[src/sv/note_sine_wavetable_player_macros.svh]
// assertion macros for the note sine player
`ifndef NOTE_SINE_WAVETABLE_PLAYER_MACROS_SVH
`define NOTE_SINE_WAVETABLE_PLAYER_MACROS_SVH

// same-cycle implication, checked out of reset
`define NSWP_ASSERT_NOW(label, ante, cons, msg) \
  label: assert property (@(posedge clk) disable iff (!rst_n) (ante) |-> (cons)) \
    else $error(msg);

// next-cycle implication, checked out of reset
`define NSWP_ASSERT_NEXT(label, ante, cons, msg) \
  label: assert property (@(posedge clk) disable iff (!rst_n) (ante) |=> (cons)) \
    else $error(msg);

`endif

[src/sv/nswp_mul.sv]
// ---------------------------------------------------------------------------
// nswp_mul
// Shared 32 x 32 unsigned multiplier with a registered product.
// ---------------------------------------------------------------------------
module nswp_mul (
  input  logic        clk,
  input  logic [31:0] a,
  input  logic [31:0] b,
  output logic [63:0] prod_r
);

  always_ff @(posedge clk) begin
    prod_r <= {32'd0, a} * {32'd0, b};
  end

endmodule

[config.mk]
export PLATFORM = sky130hd
export DESIGN_NAME = nswp_mul
export DESIGN_NICKNAME = d
export VERILOG_FILES = /design/src/sv/note_sine_wavetable_player_macros.svh /design/src/sv/nswp_mul.sv
export SDC_FILE = /design/constraint.sdc
export NUM_CORES = 2
export LEC_CHECK = 0
export ABC_AREA = 0
export BUFFER_PORTS_ARGS = -buffer_cell sky130_fd_sc_hd__buf_2
export CORE_MARGIN = 2
export CORE_UTILIZATION = 70
export CTS_BUF_LIST = sky130_fd_sc_hd__clkbuf_4
export DETAILED_ROUTE_END_ITERATION = 8
export HOLD_SLACK_MARGIN = 0.08
export PLACE_DENSITY = 0.95
export SLEW_MARGIN = 25
export SYNTH_ARGS = -nofsm -noshare
export SYNTH_HDL_FRONTEND = slang
export SYNTH_SLANG_ARGS = --single-unit
[constraint.sdc]
create_clock -name clk -period 15.5 [get_ports clk]
set_clock_uncertainty 0.15 [all_clocks]
set_input_delay 0 -clock clk [delete_from_list [all_inputs] [get_ports clk]]
set_output_delay 0 -clock clk [all_outputs]
set_load 0.02 [all_outputs]
-- Word-level counts from Yosys, hierarchy flattened
Index checks and enable logic that the tools add are counted.
Widths: inputs -> output; s select.
- $mul: 1
- operators with widths (cell ; count):
    $mul 32x32->64 ; 1
- bits of input ports: 65
- logic and storage cells: 2
- register bits after elaboration: 64
- output and inout port bits: 64

-- Longest topological paths before layout
- word-level depth: 1
- mapped depth: 29
- gate-level depth less buffers: 27

-- Worst setup path after synthesis
Ideal clock, no wire load.
- path type: input to register
- from: input a[25]
- to: register prod_r[62]
- library setup time: 0.072 ns
- stages on the path: 25
- arrival: 6.681 ns
- path slack: 8.597 ns
- cell sequence: clkbuf_1 -> nand2_1 -> fa_1 -> inv_1 -> fa_1 -> inv_1 -> fa_1 -> inv_1 -> fa_1 -> fa_1 -> fa_1 -> fa_1 -> inv_1 -> fa_1 -> inv_1 -> ha_1 -> buf_2 -> nand4_1 -> or4_1 -> or3_1 -> a31oi_1 -> a31o_2 -> a211oi_1 -> o21ai_1 -> xor2_1
- cells in the longest elaborated chain, start to end: 1
- ends and longest elaborated chain (element ; RTL line ; source):
    from (decl) ; nswp_mul.sv:7 ; input logic [31:0] a,
    $mul 32x32->64 ; nswp_mul.sv:13 ; prod_r <= {32'd0, a} * {32'd0, b};
    to (signal assigned) ; nswp_mul.sv:13 ;
    to (decl) ; nswp_mul.sv:9 ; output logic [63:0] prod_r
Every way passes these cells.

-- Worst setup path after layout
- from: input a[0]
- to: register prod_r[62]
Same word-level chain as after synthesis.

==> impl_summary.txt <==
----------------------------------------------------
[Cells and area]
  Number of nets in the finished design ... just under 5,000
  Layout cells sized above 1 ... 0.0446
  Largest register FFs ... between 60 and 70
  Largest registers ranked by flip-flop count ... prod_r: 64 flops
  Leading cell type in the layout, fill and taps excluded ... sky130_fd_sc_hd__fa_1
  Final cell count without fillers ... around 4,300
  Most frequent cells in the layout ... sky130_fd_sc_hd__fa_1 (896), sky130_fd_sc_hd__inv_1 (865), sky130_fd_sc_hd__and2_1 (602)
  Signed area change from the synthesized netlist to the final layout ... 2.48%
  Final-layout fill cell count ... approximately 3,000
  Register with the most flip-flops ... prod_r
  Fin area ... between 0.03 and 0.04 sq mm

[Logic synthesis]
  Post-Syn Nets ... 4,972
  Fraction of the yosys area taken by sequential cells ... 0.0369
  Number of enable-type register cells in the synthesized netlist ... 0
  Flops & latches, synth ... 64
  Number of warning messages in the yosys log ... 0
  Top area cells in the synthesized netlist ... sky130_fd_sc_hd__fa_1 (52%), sky130_fd_sc_hd__and2_1 (11%), sky130_fd_sc_hd__ha_1 (9.5%)
  Distinct cells, synth ... 57
  Yosys top cell area share ... 0.517
  Cell taking the most area after synthesis ... sky130_fd_sc_hd__fa_1
  Mean instance size in the synthesized netlist ... around 9.3 sq um
  Netlist Area Pre-Place ... 0.0347 sq mm
  Synthesized instance count ... about 3,700
  Most frequently used flop master after synthesis ... sky130_fd_sc_hd__dfxtp_1
  Fraction of registers with async set or reset after synthesis ... 0

[Placement]
  Port Buffers ... 128
  Pre-CTS setup slack ... 7.45 ns
  Placed inst area ... 0.0353 sq mm
  Final weighted congestion of routability-driven global placement ... about 0.95
  Placed instance count ... between 4,000 and 5,000
  Post-detail-place hpwl ... ~75,000 microns

[Floorplanning]
  Standard-cell rows ... 81
  Die span in y ... around 230 microns
  Initial core utilization ... 0.708
  Core region area ... 0.0490 sq mm
  Die Span X ... roughly 230 microns
  Top Ports ... 129
  Die outline area ... about 0.05 sq mm

[Critical path]
  WP buf/inv ... 3
  Most frequent CP cell ... sky130_fd_sc_hd__fa_1
  Longest individual stage delay on the worst path ... between 0.5 and 0.6 ns
  Nature of the critical path endpoint ... flip-flop
  Library cell contributing the largest single delay on the critical path ... sky130_fd_sc_hd__buf_2
  Crit path required time ... 15.77 ns
  Cells traversed along the worst timing path ... dlygate4sd3_1 -> buf_2 -> nand2_1 -> fa_1 -> fa_1 -> inv_1 -> fa_1 -> fa_1 -> fa_1 -> fa_1 -> fa_1 -> fa_1 -> ha_1 -> nand4_1 -> or4_1 -> or3_1 -> a31oi_1 -> a31o_2 -> a211oi_1 -> o21ai_1 -> xor2_1
  Worst endpoint data arrival time ... 8.23 ns
  Cell family with the largest share of critical-path delay ... adder cells
  Crit Path Category ... input port to flip-flop
  Highest net fanout along the worst path ... 32
  Worst setup SP type ... input port

[Routing]
  Via density ... 6.20
  Detailed-route wire length per cell ... 22.2 microns
  Drt drc ... 0
  Via count of the routed design ... 26,900
  Number of DRC markers after the initial detailed-route iteration ... 2,621
  Router iterations before antenna repair ... 9
  Antenna-violating nets left ... 0
  Final routed wirelength across all metal layers ... 96,200 microns

[Timing]
  Slew Limit Headroom ... 0.394
  Fin worst setup slack ... 7.53 ns
  Number of failing setup endpoints in the final timing report ... 0
  Final worst path period share ... 0.514
  Time the worst path needs with I/O delays and setup ... 7.97 ns
  Maximum operating frequency ... ~130 MHz
  Post-Route Setup TNS ... 0 ns
  Final count of hold timing violations ... 0
  Slew @ Worst Pin ... ~0.91 ns
  Setup repair after global routing missed its margin ... no
  Pins Over Slew Limit ... 0

[Global routing]
  Pin count of the biggest net entering global routing ... 33
  Via count of the first global-routing pass ... 30,900
  Overall fraction of global-route tracks in use ... 0.401
  Grt total ovfl ... 0
  First-pass GRT wire length ... 156,000 microns
  Antenna violations before repair ... 3

[Clock tree]
  Sink count of the clock tree ... 64
  Post-cts repair resize count ... 0
  CTS Root Buffer Type ... sky130_fd_sc_hd__clkbuf_4
  Clock-pin slew reported for the worst setup and hold paths after clock tree synthesis ... approximately 0.13 ns
  Maximum buffer depth of the clock tree ... 2
  TritonCTS clock tree ... built
  Number of buffers created by CTS ... 9
  CTS H-tree depth ... 3

[Status]
  Result of the run ... complete, no violations

[Min path]
  Worst min-delay path class ... input port to flip-flop

[Job]
  Number of max-cap violations ... 0

----------------------------------------------------
[per-stage QoR]
step           hold WS [ns]   util
2_1_floorplan       -0.0227      -
3_3_place_gp          0.265  0.722
3_5_place_dp          0.265  0.722
4_1_cts               0.229  0.726
5_1_grt               0.277  0.726
6_report              0.255  0.726
[repair_timing]
item	CTS	global route
hold endpoints to repair	1	0
hold buffers	2	0
endpoints found under the setup margin	0	0
setup buffers	0	0
[path summary, 6_finish.rpt]
| path | endpoint | cells past startpoint | start | slack (ns) |
|---|---|---|---|---|
| setup / recovery | prod_r[62]$_DFF_P_ | 21 | a[0] | 7.53 |
| hold / removal | prod_r[1]$_DFF_P_ | 3 | a[1] | 0.26 |
[layout make-up]
class / count / area (sq um) / share of cell area
Sequential cell: 64 / 1280 / 0.0361
Antenna cell: 3 / 7.51 / 0.000211
Clock inverter: 7 / 103 / 0.00289
Timing Repair Buffer: 133 / 683 / 0.0192
Inverter: 865 / 3250 / 0.0914
Multi-Input combinational cell: 2599 / 29300 / 0.825
Tap cell: 664 / 831 / 0.0234
Clock buffer: 9 / 67.6 / 0.00190
[cell usage after synthesis (20+ instances only)]
cell	count
sky130_fd_sc_hd__a21o_1	40
sky130_fd_sc_hd__a21oi_1	63
sky130_fd_sc_hd__and2_1	602
sky130_fd_sc_hd__clkbuf_1	213
sky130_fd_sc_hd__dfxtp_1	64
sky130_fd_sc_hd__fa_1	896
sky130_fd_sc_hd__ha_1	263
sky130_fd_sc_hd__inv_1	865
sky130_fd_sc_hd__nand2_1	480
sky130_fd_sc_hd__nand4_1	23
sky130_fd_sc_hd__nor2_1	20
sky130_fd_sc_hd__o21ai_0	21
sky130_fd_sc_hd__xnor2_1	35
sky130_fd_sc_hd__xor2_1	25
[per-layer routing]
layer | track usage | share of wire | vias to the layer above
met4 | 0.314 | 0.097 | 2
met2 | 0.663 | 0.48 | 2192
met5 | 0 | 0.00012 | -
met1 | 0.450 | 0.31 | 13300
met3 | 0.0934 | 0.12 | 785
li1 | - | - | 10700
[kinds of logic (layout without fill, tap and decap cells)]
group,Yosys count,in the layout,share of synthesized area
adders and majority gates,1159,1159,0.612
other,0,3,0
and+or+nand+nor,1177,1177,0.176
DFF,64,64,0.0369
AOI/OAI and AO/OA,202,202,0.0415
muxes,1,1,0.000289
buffers and inverters,1085,1014,0.118
xor gates and xnor gates,60,60,0.0152
Power is not shown: default switching activity piles up to over one toggle a cycle in this logic, so the estimate is an artifact.
